<file path="src/sv/tfe_pkg.sv">
// Shared types and constants of the telemetry frame encoder.
// No dependencies; imported by every module of the block.
`timescale 1ns / 1ps

package tfe_pkg;

  localparam int unsigned FrameBytes = 8;   // raw bytes per frame, checksum included
  localparam int unsigned IdxW       = $clog2(FrameBytes);
  localparam int unsigned QDepth     = 2;   // frames buffered between front and back
  localparam int unsigned QPtrW      = $clog2(QDepth);
  localparam int unsigned QCntW      = $clog2(QDepth + 1);

  localparam logic [7:0] EscMark   = 8'h7D;
  localparam logic [7:0] FrameMark = 8'h7E;
  localparam logic [7:0] EscFlip   = 8'h20;
  localparam logic [7:0] ChkInit   = 8'hFF;
  localparam logic [7:0] VoidTail  = 8'hFF;

  typedef enum logic {
    ActData = 1'b0,
    ActVoid = 1'b1
  } action_e;

  // One frame in line order before escaping; entry 0 goes out first.
  typedef struct packed {
    logic [FrameBytes-1:0][7:0] bytes;
  } frame_t;

  typedef struct packed {
    logic full;
    logic empty;
  } q_status_t;

endpackage

</file>
<file path="src/sv/tfe_front.sv">
// Request front end: builds the raw frame and its checksum combinationally.
// Depends on tfe_pkg.
`timescale 1ns / 1ps

module tfe_front (
  input  logic          push_i,
  input  logic          q_full_i,
  input  logic          action_i,
  input  logic [7:0]    frame_type_i,
  input  logic [15:0]   data_ident_i,
  input  logic [31:0]   payload_i,
  output logic          q_wr_o,
  output tfe_pkg::frame_t q_wdata_o
);
  import tfe_pkg::*;

  logic [6:0][7:0] raw;
  logic [7:0]      sum;
  logic [10:0]     total;
  logic [8:0]      fold;

  assign q_wr_o = push_i & ~q_full_i;

  // End-around-carry sum over the seven header and value bytes: add them
  // all as a tree, then fold the carries back in twice.
  always_comb begin
    raw[0] = frame_type_i;
    raw[1] = data_ident_i[7:0];
    raw[2] = data_ident_i[15:8];
    raw[3] = payload_i[7:0];
    raw[4] = payload_i[15:8];
    raw[5] = payload_i[23:16];
    raw[6] = payload_i[31:24];
    total  = ({3'b000, raw[0]} + {3'b000, raw[1]}) +
             ({3'b000, raw[2]} + {3'b000, raw[3]}) +
             (({3'b000, raw[4]} + {3'b000, raw[5]}) + {3'b000, raw[6]});
    fold   = {1'b0, total[7:0]} + {6'b000000, total[10:8]};
    sum    = fold[7:0] + {7'b0, fold[8]};
  end

  always_comb begin
    if (action_e'(action_i) == ActVoid) begin
      q_wdata_o.bytes    = '0;
      q_wdata_o.bytes[7] = VoidTail;
    end else begin
      q_wdata_o.bytes[6:0] = raw;
      q_wdata_o.bytes[7]   = ChkInit - sum;
    end
  end

endmodule

</file>
<file path="src/sv/tfe_fifo.sv">
// Small frame queue between the request front end and the byte sender.
// Depends on tfe_pkg.
`timescale 1ns / 1ps

module tfe_fifo (
  input  logic               clk_i,
  input  logic               rst_ni,
  input  logic               wr_i,
  input  tfe_pkg::frame_t    wdata_i,
  input  logic               rd_i,
  output tfe_pkg::frame_t    rdata_o,
  output tfe_pkg::q_status_t status_o
);
  import tfe_pkg::*;

  frame_t           mem [QDepth];
  logic [QPtrW-1:0] wr_ptr_q, wr_ptr_d;
  logic [QPtrW-1:0] rd_ptr_q, rd_ptr_d;
  logic [QCntW-1:0] cnt_q, cnt_d;
  logic             do_wr, do_rd;

  assign status_o.full  = (cnt_q == QCntW'(QDepth));
  assign status_o.empty = (cnt_q == '0);
  assign do_wr   = wr_i & ~status_o.full;
  assign do_rd   = rd_i & ~status_o.empty;
  assign rdata_o = mem[rd_ptr_q];

  always_comb begin
    wr_ptr_d = wr_ptr_q;
    rd_ptr_d = rd_ptr_q;
    cnt_d    = cnt_q;
    if (do_wr) begin
      wr_ptr_d = (wr_ptr_q == QPtrW'(QDepth - 1)) ? '0 : wr_ptr_q + 1'b1;
    end
    if (do_rd) begin
      rd_ptr_d = (rd_ptr_q == QPtrW'(QDepth - 1)) ? '0 : rd_ptr_q + 1'b1;
    end
    if (do_wr && !do_rd) begin
      cnt_d = cnt_q + 1'b1;
    end else if (do_rd && !do_wr) begin
      cnt_d = cnt_q - 1'b1;
    end
  end

  always_ff @(posedge clk_i or negedge rst_ni) begin
    if (!rst_ni) begin
      wr_ptr_q <= '0;
      rd_ptr_q <= '0;
      cnt_q    <= '0;
    end else begin
      wr_ptr_q <= wr_ptr_d;
      rd_ptr_q <= rd_ptr_d;
      cnt_q    <= cnt_d;
    end
  end

  always_ff @(posedge clk_i) begin
    if (do_wr) begin
      mem[wr_ptr_q] <= wdata_i;
    end
  end

endmodule

</file>
<file path="src/sv/tfe_back.sv">
// Byte sender: walks the head frame, inserts escape pairs, registers output.
// Depends on tfe_pkg.
`timescale 1ns / 1ps

module tfe_back (
  input  logic               clk_i,
  input  logic               rst_ni,
  input  tfe_pkg::frame_t    q_data_i,
  input  tfe_pkg::q_status_t q_status_i,
  output logic               q_rd_o,
  input  logic               pop_i,
  output logic               empty_o,
  output logic [7:0]         out_byte_o,
  output logic               last_o
);
  import tfe_pkg::*;

  logic [IdxW-1:0] idx_q, idx_d;
  logic            esc_q, esc_d;
  logic            valid_q, valid_d;
  logic [7:0]      byte_q, byte_d;
  logic            last_q, last_d;
  logic [7:0]      cur;
  logic            special, at_end, advance, go, step;

  assign cur     = q_data_i.bytes[idx_q];
  assign special = (cur == EscMark) || (cur == FrameMark);
  assign at_end  = (idx_q == IdxW'(FrameBytes - 1));
  assign advance = ~valid_q | pop_i;
  assign go      = advance & ~q_status_i.empty;

  always_comb begin
    idx_d   = idx_q;
    esc_d   = esc_q;
    valid_d = valid_q;
    byte_d  = byte_q;
    last_d  = last_q;
    step    = 1'b0;
    q_rd_o  = 1'b0;
    if (go) begin
      valid_d = 1'b1;
      if (esc_q) begin
        // second half of an escape pair
        byte_d = cur ^ EscFlip;
        last_d = at_end;
        esc_d  = 1'b0;
        step   = 1'b1;
      end else if (special) begin
        byte_d = EscMark;
        last_d = 1'b0;
        esc_d  = 1'b1;
      end else begin
        byte_d = cur;
        last_d = at_end;
        step   = 1'b1;
      end
      if (step) begin
        if (at_end) begin
          idx_d  = '0;
          q_rd_o = 1'b1;
        end else begin
          idx_d = idx_q + 1'b1;
        end
      end
    end else if (advance) begin
      valid_d = 1'b0;
    end
  end

  always_ff @(posedge clk_i or negedge rst_ni) begin
    if (!rst_ni) begin
      idx_q   <= '0;
      esc_q   <= 1'b0;
      valid_q <= 1'b0;
    end else begin
      idx_q   <= idx_d;
      esc_q   <= esc_d;
      valid_q <= valid_d;
    end
  end

  always_ff @(posedge clk_i) begin
    byte_q <= byte_d;
    last_q <= last_d;
  end

  assign empty_o    = ~valid_q;
  assign out_byte_o = byte_q;
  assign last_o     = last_q;

endmodule

</file>
<file path="src/sv/telemetry_frame_encoder.sv">
// Telemetry frame encoder top level: front end, frame queue, byte sender.
// Depends on tfe_pkg, tfe_front, tfe_fifo and tfe_back.
//
// Usage:
//   Request side is a queue write port: drive action_i and the frame fields,
//   raise push; the transfer happens on a rising edge with full low.
//   Result side is a queue read port: while empty is low, out_byte_o and
//   last_o show the oldest line byte; pulling pop takes it on that edge.
//   A data frame yields 8 to 16 bytes (escape pairs for 0x7D / 0x7E),
//   a void frame exactly 8; last_o marks the final byte of each frame.
// Timing:
//   A request is written into the queue first; its first byte then passes
//   through the sender's output register before it shows. The sender
//   puts out one byte per cycle while pop is high; the line byte count
//   of a frame sets how long it is sent. Two frames wait in the queue,
//   so requests keep flowing while the receiver reads.
// Reset and stall:
//   Reset empties the queue and the output register; nothing is sent.
//   If pop stays low, the output byte holds, the sender stops, the queue
//   fills and then full rises; no byte is dropped or repeated.
`timescale 1ns / 1ps

module telemetry_frame_encoder (
  input  logic        clk_i,
  input  logic        rst_ni,
  input  logic        push,
  output logic        full,
  input  logic        action_i,
  input  logic [7:0]  frame_type_i,
  input  logic [15:0] data_ident_i,
  input  logic [31:0] payload_i,
  output logic        empty,
  input  logic        pop,
  output logic [7:0]  out_byte_o,
  output logic        last_o
);
  import tfe_pkg::*;

  q_status_t q_status;
  frame_t    q_wdata;
  frame_t    q_rdata;
  logic      q_wr;
  logic      q_rd;

  assign full = q_status.full;

  // Front: checksum and frame layout, written straight into the queue.
  tfe_front u_front (
    .push_i       (push),
    .q_full_i     (q_status.full),
    .action_i     (action_i),
    .frame_type_i (frame_type_i),
    .data_ident_i (data_ident_i),
    .payload_i    (payload_i),
    .q_wr_o       (q_wr),
    .q_wdata_o    (q_wdata)
  );

  tfe_fifo u_fifo (
    .clk_i    (clk_i),
    .rst_ni   (rst_ni),
    .wr_i     (q_wr),
    .wdata_i  (q_wdata),
    .rd_i     (q_rd),
    .rdata_o  (q_rdata),
    .status_o (q_status)
  );

  // Back: one line byte per cycle while pop is high; the head frame leaves
  // the queue when its final byte is registered.
  tfe_back u_back (
    .clk_i      (clk_i),
    .rst_ni     (rst_ni),
    .q_data_i   (q_rdata),
    .q_status_i (q_status),
    .q_rd_o     (q_rd),
    .pop_i      (pop),
    .empty_o    (empty),
    .out_byte_o (out_byte_o),
    .last_o     (last_o)
  );

endmodule

</file>
<file path="config.mk">
export PLATFORM = sky130hd
export DESIGN_NAME = telemetry_frame_encoder
export DESIGN_NICKNAME = d
export VERILOG_FILES = /design/src/sv/tfe_pkg.sv /design/src/sv/tfe_front.sv /design/src/sv/tfe_fifo.sv /design/src/sv/tfe_back.sv /design/src/sv/telemetry_frame_encoder.sv
export SDC_FILE = /design/constraint.sdc
export NUM_CORES = 1
export LEC_CHECK = 0
export ABC_AREA = 1
export CAP_MARGIN = 10
export CORE_MARGIN = 2
export CORE_UTILIZATION = 60
export CTS_BUF_LIST = sky130_fd_sc_hd__clkbuf_4
export CTS_CLUSTER_SIZE = 20
export DETAILED_ROUTE_END_ITERATION = 12
export DONT_BUFFER_PORTS = 1
export PLACE_DENSITY = 0.83
export SETUP_SLACK_MARGIN = 0.5
export SYNTH_ARGS = -nofsm -noshare
export SYNTH_HDL_FRONTEND = slang
export SYNTH_SLANG_ARGS = --single-unit
</file>
<file path="constraint.sdc">
create_clock -name clk_i -period 4.18 [get_ports clk_i]
set_input_delay 0.836 -clock clk_i [delete_from_list [all_inputs] [get_ports clk_i]]
set_output_delay 0.836 -clock clk_i [all_outputs]
set_load 0.02 [all_outputs]
</file>
[Yosys cells after proc, flatten, opt, wreduce, memory -nomap -nowiden]
Memory sizes are Yosys's and may differ from the RTL's.
Cells that the tools add are included.
Word-level totals
  register bits after elaboration: 18
  memory bits (writable): 128
  input bits: 61
  output and inout port bits: 11
  logic and storage cells: 70
  memories: 1
Memories
  u_fifo.mem: words 2, width 64, rd ports 1, clocked after Yosys merged registers in 0, wr ports 1, line tfe_fifo.sv:16  | frame_t mem [QDepth];
Cells by class
  add/subtract/negate cells: 14
  order comparisons: 1
  eq/ne operators: 4
  muxes and demuxes: 24
  bitwise gates (word level): 9
  reduce and logical (&&, ||, !) cells: 9
Operator list (count)
  $mux 64: 1
  $add 8x8->9: 3
  $bmux 8 s3: 1
  $mux 8: 3
  $add 11x11->11: 2
  $eq 8x7->1 const B: 2
  $mux 1: 16
  $add 11x8->11: 1
  $add 8x3->9: 1
  $add 8x1->8: 1
  $sub 8x8->8 const A: 1
  $and 1x1->1: 4
  $lt 3x4->1 const B: 1
  $mux 2: 2
  $not 1->1: 4
  $reduce_bool 2->1: 2
  $add 3x1->3 const B: 1
  $eq 3x3->1 const B: 1
  $mux 3: 1
  $add 1x1->1 const B: 2
  $add 2x1->2 const B: 1
  $eq 2x2->1 const B: 1
  $logic_and 1x1->1: 2
  $logic_not 1->1: 2
  other kinds (5): 5

[Logic depth before layout (Yosys ltp)]
Gate-level depths: netlist of the first run.
An unclocked memory read counts as a cell.
  word-level depth: 14
  mapped depth: 36
  depth with buffers taken out: 36

[Cells and area by module]
A second synthesis of the first run with hierarchy kept.
Second synthesis, totals
  cell total of the unflattened synthesis: 991
  area total of the unflattened synthesis: 8763.4 µm²
By module, submodules not included
  tfe_fifo: instances 1, cells each 366, area an instance 4888.4 µm², seq. area each 3943.8 µm²
  tfe_front: instances 1, cells each 369, area an instance 2386.0 µm², seq. area each 0.0 µm²
  tfe_back: instances 1, cells each 256, area an instance 1488.9 µm², seq. area each 395.4 µm²

[Least setup slack after synthesis of the first run]
No wires, ideal clock.
  path type: input to register
  start: input port payload_i[8]
  end: memory u_fifo.mem[0][63] in the netlist's numbering (data pin)
  setup time: 0.269 ns
  arrival time: 5.773 ns
  required time: 3.911 ns
  path slack: -1.861 ns
  stages on the path: 32
  path buffers: 0
  path through: ha_1 > inv_1 > fa_1 > o21ai_0 > a21oi_1 > nor2_1 > nor2_1 > xor2_1 > fa_1 > inv_1 > fa_1 > ha_1 > nand2_1 > inv_1 > nand4_1 > o211ai_1 > a21o_1 > a21oi_1 > xor2_1 > fa_1 > nand2_1 > nand2_1 > nand2_1 > nor2_1 > nand4_1 > nor2_1 > ha_1 > nand3_1 > nor2_1 > nand4_1 > o21ai_0 > nand3_1
RTL lines
  start, declared: line telemetry_frame_encoder.sv:31  | input logic [31:0] payload_i,
  end, declared: line tfe_fifo.sv:16

==> results.yml, run 1 <==
yosys:
  synth_top_family_by_area: "simple AND/OR/NAND/NOR gates"
  ys_seq_elements: 146
  ys.warnings.count: 0
  synth_compound_area_frac: 0.0487
  synth_seq_area_share: 0.512
  syn-num-nets: 1046
  yosys.area_share.simple: 0.195
  netlist_instances: 920
  synth-adder-area-share: 0.114
  syn_area_um2: 8480
  syn_area_per_cell_um2: 9.22
  synth-xor-area-share: 0.0310
  yosysUniqueCellTypes: 31
  synthMuxAreaShare: 0
pwr:
  powerDensity_nw_per_um2: 904
  peakVddDrop_mv: 0.934
  leakagePower_nw: 4.47
  total_power_w: 0.00884
timing:
  finalWorstSetupSlack_ns: -1.57
  setup_viol: 16
  period_share: 1.38
  post-route-min-period_ns: 5.75
  hold_violations: 0
  max_slew_margin: 0.397
  clock_skew_ns: 0.0110
  clock.fmax_mhz: 174
  worstMarginPinSlew_ns: 0.904
  setup_tns_ns: -21.59
  slew_violations: 0
  holdWs_ns: 0.381
  grt_setup_unrepaired: "true"
global_route:
  grt_pass1_wl_um: 31100
  grt_max_degree: 76
  grt_usage: 0.275
  grt_overflow: 0
  grt_antenna_before_repair: 1
  grt_pass1_vias: 6230
clocking:
  clock_latency_ns: 0.54
  cts.htree.levels: 4
  clockBufferDepth: 2
  numCtsBuffers: 17
  cts_root_buffer: "clkbuf_4"
  cts_sinks: 146
  cts_tree: "built"
  path_clk_slew_ns: 0.13
critical_path:
  startpoint_type: "input port"
  cp_max_fo: 4
  rrSetupSlack_ns: 1.21
  cp_slowest_stage_delay_ns: 0.44
  path_buf_inv: 3
  critPathMostFrequentCell: "nand2_1"
  worst_ep_required_time_ns: 4.46
  critPathArrivalTime_ns: 6.03
  path_class: "in2reg"
  slowest_stage: "fa_1"
  crit_family: "simple AND/OR/NAND/NOR gates"
  worst_setup_path_end_kind: "flop"
final_layout:
  seqCellArea_um2: 4340
  nFillCells: 908
  fin_nets: 1110
  mostFrequentLayoutCell: "nand2_1"
  multi_input_area_um2: 3660
  final_cell_mix: "nand2_1, inv_1, edfxtp_1, nor2_1, nand3_1"
  synthToLayoutAreaGrowth_pct: 15.4
  drive_gt1_frac: 0.179
  fin_area_um2: 9790
placement:
  dp.final_hpwl_um: 13300
  portBuffers: 0
  gp_congestion: 0.909
  place_area_um2: 9180
outcome:
  violations: "setup timing"
  outcome: "finished with violations"
floorplan:
  die_h_um: 123
  die-area_um2: 15100
  num_rows: 43
  core_region_area_um2: 13800
  fp.dieW_um: 123
  io_pins: 72
  initial_core_util: 0.613
route:
  viasPerCell: 5.56
  via_count: 6547
  drt_iter0_drc: 991
  drc: 0
  routedWlPerCell_um: 17.5
  dr.pass1.iters: 6
  drtAntennaViolNets: 0
  wl_um: 20600
job:
  maxCapViolCount: 0
hold_path:
  min_path_type: "in2reg"
## registers in the layout, summed over array words and instances (netlist names)
name and flops:
u_fifo.rd_ptr_q 1, u_back.last_o 1, u_back.idx_q 3, u_back.out_byte_o 8, u_fifo.wr_ptr_q 1, u_fifo.cnt_q 2, u_fifo.mem 128, u_back.valid_q 1
u_back.esc_q 1
## final cells by class
class	count	area share
Antenna cell	1	0.000256
Tap cell	180	0.0230
Clock buffer	17	0.0130
Sequential cell	146	0.443
Timing Repair Buffer	77	0.0623
Inverter	170	0.0652
Multi-Input combinational cell	572	0.374
Clock inverter	15	0.0188
## synth_stat cells (all sizes together)
library cell	instances	share of area
nor3	1	0.00059
inv	170	0.075
ha	44	0.065
buf	25	0.021
dfrtp	9	0.027
o21a	1	0.00089
a21o	4	0.0035
o21bai	3	0.0027
o21ai	36	0.021
nor2	116	0.052
o211ai	8	0.0071
edfxtp	137	0.49
nand3b	1	0.00089
nand3	80	0.049
nand4	6	0.0044
o22ai	1	0.00074
xor2	22	0.023
a31oi	1	0.00074
xnor2	8	0.0083
a21oi	20	0.012
fa	21	0.050
nand2	199	0.088
clkbuf	7	0.0031
## metrics by stage
| step | setup WS [ns] | instances | util |
|---|---|---|---|
| detailed placement | -1.96 | 1123 | 0.664 |
| global placement | -1.74 | 1123 | 0.664 |
| CTS | -1.19 | 1171 | 0.702 |
| finish | -1.57 | 1178 | 0.708 |
| global route | -1.96 | 1178 | 0.708 |
| floorplan | -1.54 | 920 | - |
## logic make-up after synthesis
logic type / Yosys count
adders and majority gates: 65
DFF: 146
buffers and inverters: 202
and+or+nand+nor: 403
AOI/OAI and AO/OA: 74
xor gates and xnor gates: 30
## routing by layer
metal	part of all wire	global-route usage	wire, um
met3	0.10	0.0613	2060
met4	0.034	0.102	700
met1	0.39	0.369	7970
met2	0.48	0.441	9880
met5	0	0	0
## worst reg2reg max path: stages, from the launching register on
cell      delay [ns]
dfrtp_1         0.42
inv_2           0.66
o211ai_1        0.23
nand3_1         0.15
nand3_1         0.12
nand2_1         0.16
nand2_1         0.08
nor2_2          0.13
nand3_4         0.13
nand3_1         0.12
ha_1            0.27
a21oi_1         0.13
o21ai_0         0.11
xor2_1          0.15
## timing repair
item,CTS,global route
hold endpoints to repair,9,0
pin swaps,23,41
hold buffers,1,0
buffers inserted,15,6
gates resized for setup,19,11
setup endpoints to repair,16,16
## where the power goes
part	internal, W	switching, W
Combinational	0.00224	0.00323
Clock	0.000419	0.000534
Sequential	0.00223	0.000198
Total	0.00488	0.00396
## worst paths after layout
| kind | from | to | depth (start not counted) |
|---|---|---|---|
| min in group asynchronous | rst_ni | u_back.idx_q[0] | 1 |
| max in group asynchronous | rst_ni | u_fifo.rd_ptr_q | 1 |
| hold / removal | pop | u_back.valid_q | 1 |
| setup / recovery | payload_i[10] | u_fifo.mem[0][63] | 34 |
| hold reg to reg | u_back.esc_q | u_back.esc_q | 1 |
| setup reg to reg | u_back.idx_q[0] | u_fifo.cnt_q[1] | 13 |
Power figures use the tool's default switching activity.
==> run 2, diff against run 1 <==
- CORE_ASPECT_RATIO: not set -> 1.2
- CORE_UTILIZATION: 60 -> 25
- PLACE_DENSITY: 0.83 -> not set
==> run 2 against run 1 <==
Compared with the run above:
- the run still ends with setup timing left
- setup slack improved by 0.23 ns
- cell count increased by 23%
- clock skew is 0.013 ns higher
- count of clock-buffer cells in the layout increased by 1
- global-route usage fell by 15 points
- clock power is 13% lower
- sequential power is essentially flat
- worst hold slack worse by 0.038 ns
- register-to-register slack gained 0.07 ns
- critical path type unchanged
- largest cell class unchanged
==> results.yml, run 2 (same netlist as run 1, synthesis figures left out) <==
outcome:
  outcome: "finished with violations"
  violations: "setup timing"
floorplan:
  die_h_um: 206
  fp.dieW_um: 172
  die-area_um2: 35400
  core_region_area_um2: 33200
  num_rows: 73
  initial_core_util: 0.255
  io_pins: 72
timing:
  clock.fmax_mhz: 181
  grt_setup_unrepaired: "true"
  hold_violations: 0
  clock_skew_ns: 0.0238
  setup_viol: 16
  finalWorstSetupSlack_ns: -1.34
  post-route-min-period_ns: 5.52
  holdWs_ns: 0.343
  max_slew_margin: 0.505
  worstMarginPinSlew_ns: 0.734
  period_share: 1.32
  slew_violations: 0
final_layout:
  drive_gt1_frac: 0.178
  fin_nets: 1106
  synthToLayoutAreaGrowth_pct: 18.3
  fin_area_um2: 10000
  utilization: 0.302
  seqCellArea_um2: 4340
  final_cell_mix: "nand2_1, inv_1, edfxtp_1, nor2_1, nand3_1"
  multi_input_area_um2: 3660
  regMostFlops: "u_fifo.mem"
  largest_reg_flops: 128
  nFillCells: 3489
  mostFrequentLayoutCell: "nand2_1"
clocking:
  numCtsBuffers: 17
  cts_root_buffer: "clkbuf_4"
  path_clk_slew_ns: 0.14
  cts_tree: "built"
  clockBufferDepth: 2
  cts_sinks: 146
  clock_latency_ns: 0.56
  cts.htree.levels: 4
route:
  drtAntennaViolNets: 0
  dr.pass1.iters: 4
  wl_um: 21400
  viasPerCell: 4.23
  via_count: 6106
  drt_iter0_drc: 373
  drc: 0
  routedWlPerCell_um: 14.8
critical_path:
  cp_max_fo: 3
  critPathArrivalTime_ns: 5.83
  worst_ep_required_time_ns: 4.49
  startpoint_type: "input port"
  path_class: "in2reg"
  rr_startpoint: "u_back.idx_q[0]"
  slowest_stage: "fa_1"
  cp_slowest_stage_delay_ns: 0.53
  worst_setup_path_end_kind: "flop"
  crit_start: "payload_i[10]"
placement:
  gp_congestion: 0.911
  portBuffers: 0
  dp.final_hpwl_um: 15700
  place_area_um2: 9590
  dp_slack_ns: -1.94
global_route:
  grt_max_degree: 66
  grt_pass1_vias: 6143
  grt_usage: 0.125
  grt_antenna_before_repair: 1
  grt_pass1_wl_um: 33600
  grt_overflow: 0
hold_path:
  min_path_type: "in2reg"
  hp-start: "pop"
job:
  maxCapViolCount: 0
pwr:
  peakVddDrop_mv: 0.549
  total_power_w: 0.00853
  combPwrFrac: 0.619
  leakagePower_nw: 4.45
  p_switching_w: 0.00380
  swShare: 0.445
  power.share.clock: 0.097
  seqPwrFrac: 0.284
  internal-power_w: 0.00473
  powerDensity_nw_per_um2: 850
[run 2: changes by cell type in the layout (fill, tap and decap cells not counted), moves of 3 or more]
cell,delta
buf_4,-4
clkinvlp_4,-8
inv_4,+5
nor2_2,+3
[run 2: final timing paths]
check	slack (ns)	cells past startpoint	to
min	0.34	1	u_back.valid_q
min reg2reg	0.56	1	u_back.esc_q
max	-1.34	31	u_fifo.mem[1][63]
min in group asynchronous	0.64	1	u_back.valid_q
max reg2reg	1.28	15	u_fifo.cnt_q[1]
max in group asynchronous	3.19	1	u_fifo.rd_ptr_q
[run 2: cell type report]
class / count / area share
inverters: 170 / 0.0636
repair buffers: 73 / 0.0586
clock buffers: 18 / 0.0135
flip-flops and latches: 146 / 0.432
well taps: 450 / 0.0561
diodes: 1 / 0.000249
multi-input cells: 572 / 0.365
clock inverters: 14 / 0.0110
[run 2: metal layers]
| layer | wire (um) | global-route usage | vias to the layer above |
|---|---|---|---|
| met4 | 372 | 0.0348 | 0 |
| li1 | - | - | 3057 |
| met2 | 10300 | 0.211 | 161 |
| met1 | 9450 | 0.159 | 2869 |
| met3 | 1310 | 0.0289 | 19 |
| met5 | 0 | 0 | - |
[run 2: timing repair]
action,CTS,global route
resized for setup,3,28
setup endpoints to repair,16,16
endpoints found under the hold margin,9,0
pin swaps,11,33
hold buffers,1,0
buffers inserted,6,3
[run 2: power by group through the flow]
stage / clock network [W] / registers [W] / logic (W)
floorplan: 0 / 0.00241 / 0.00314
global placement: 0 / 0.00245 / 0.00471
finish: 0.000828 / 0.00242 / 0.00528
CTS: 0.000846 / 0.00243 / 0.00489
global route: 0.000905 / 0.00247 / 0.00586
detailed placement: 0 / 0.00246 / 0.00477
[run 2: critical path: cells and delay by family]
family                   cells  cell delay (ns)
AO/OA/AOI/OAI                7             1.18
XOR/XNOR                     2             0.37
adder cells (fa/ha/maj)      6             1.97
buffers and inverters        3             0.22
AND/OR/NAND/NOR             13             1.27
[run 2: through the flow]
stage	cells	TNS [ns]
2_1_floorplan	920	-22.00
6_report	1444	-18.72
5_1_grt	1444	-23.19
3_3_place_gp	1401	-26.59
4_1_cts	1440	-17.14
3_5_place_dp	1401	-28.12
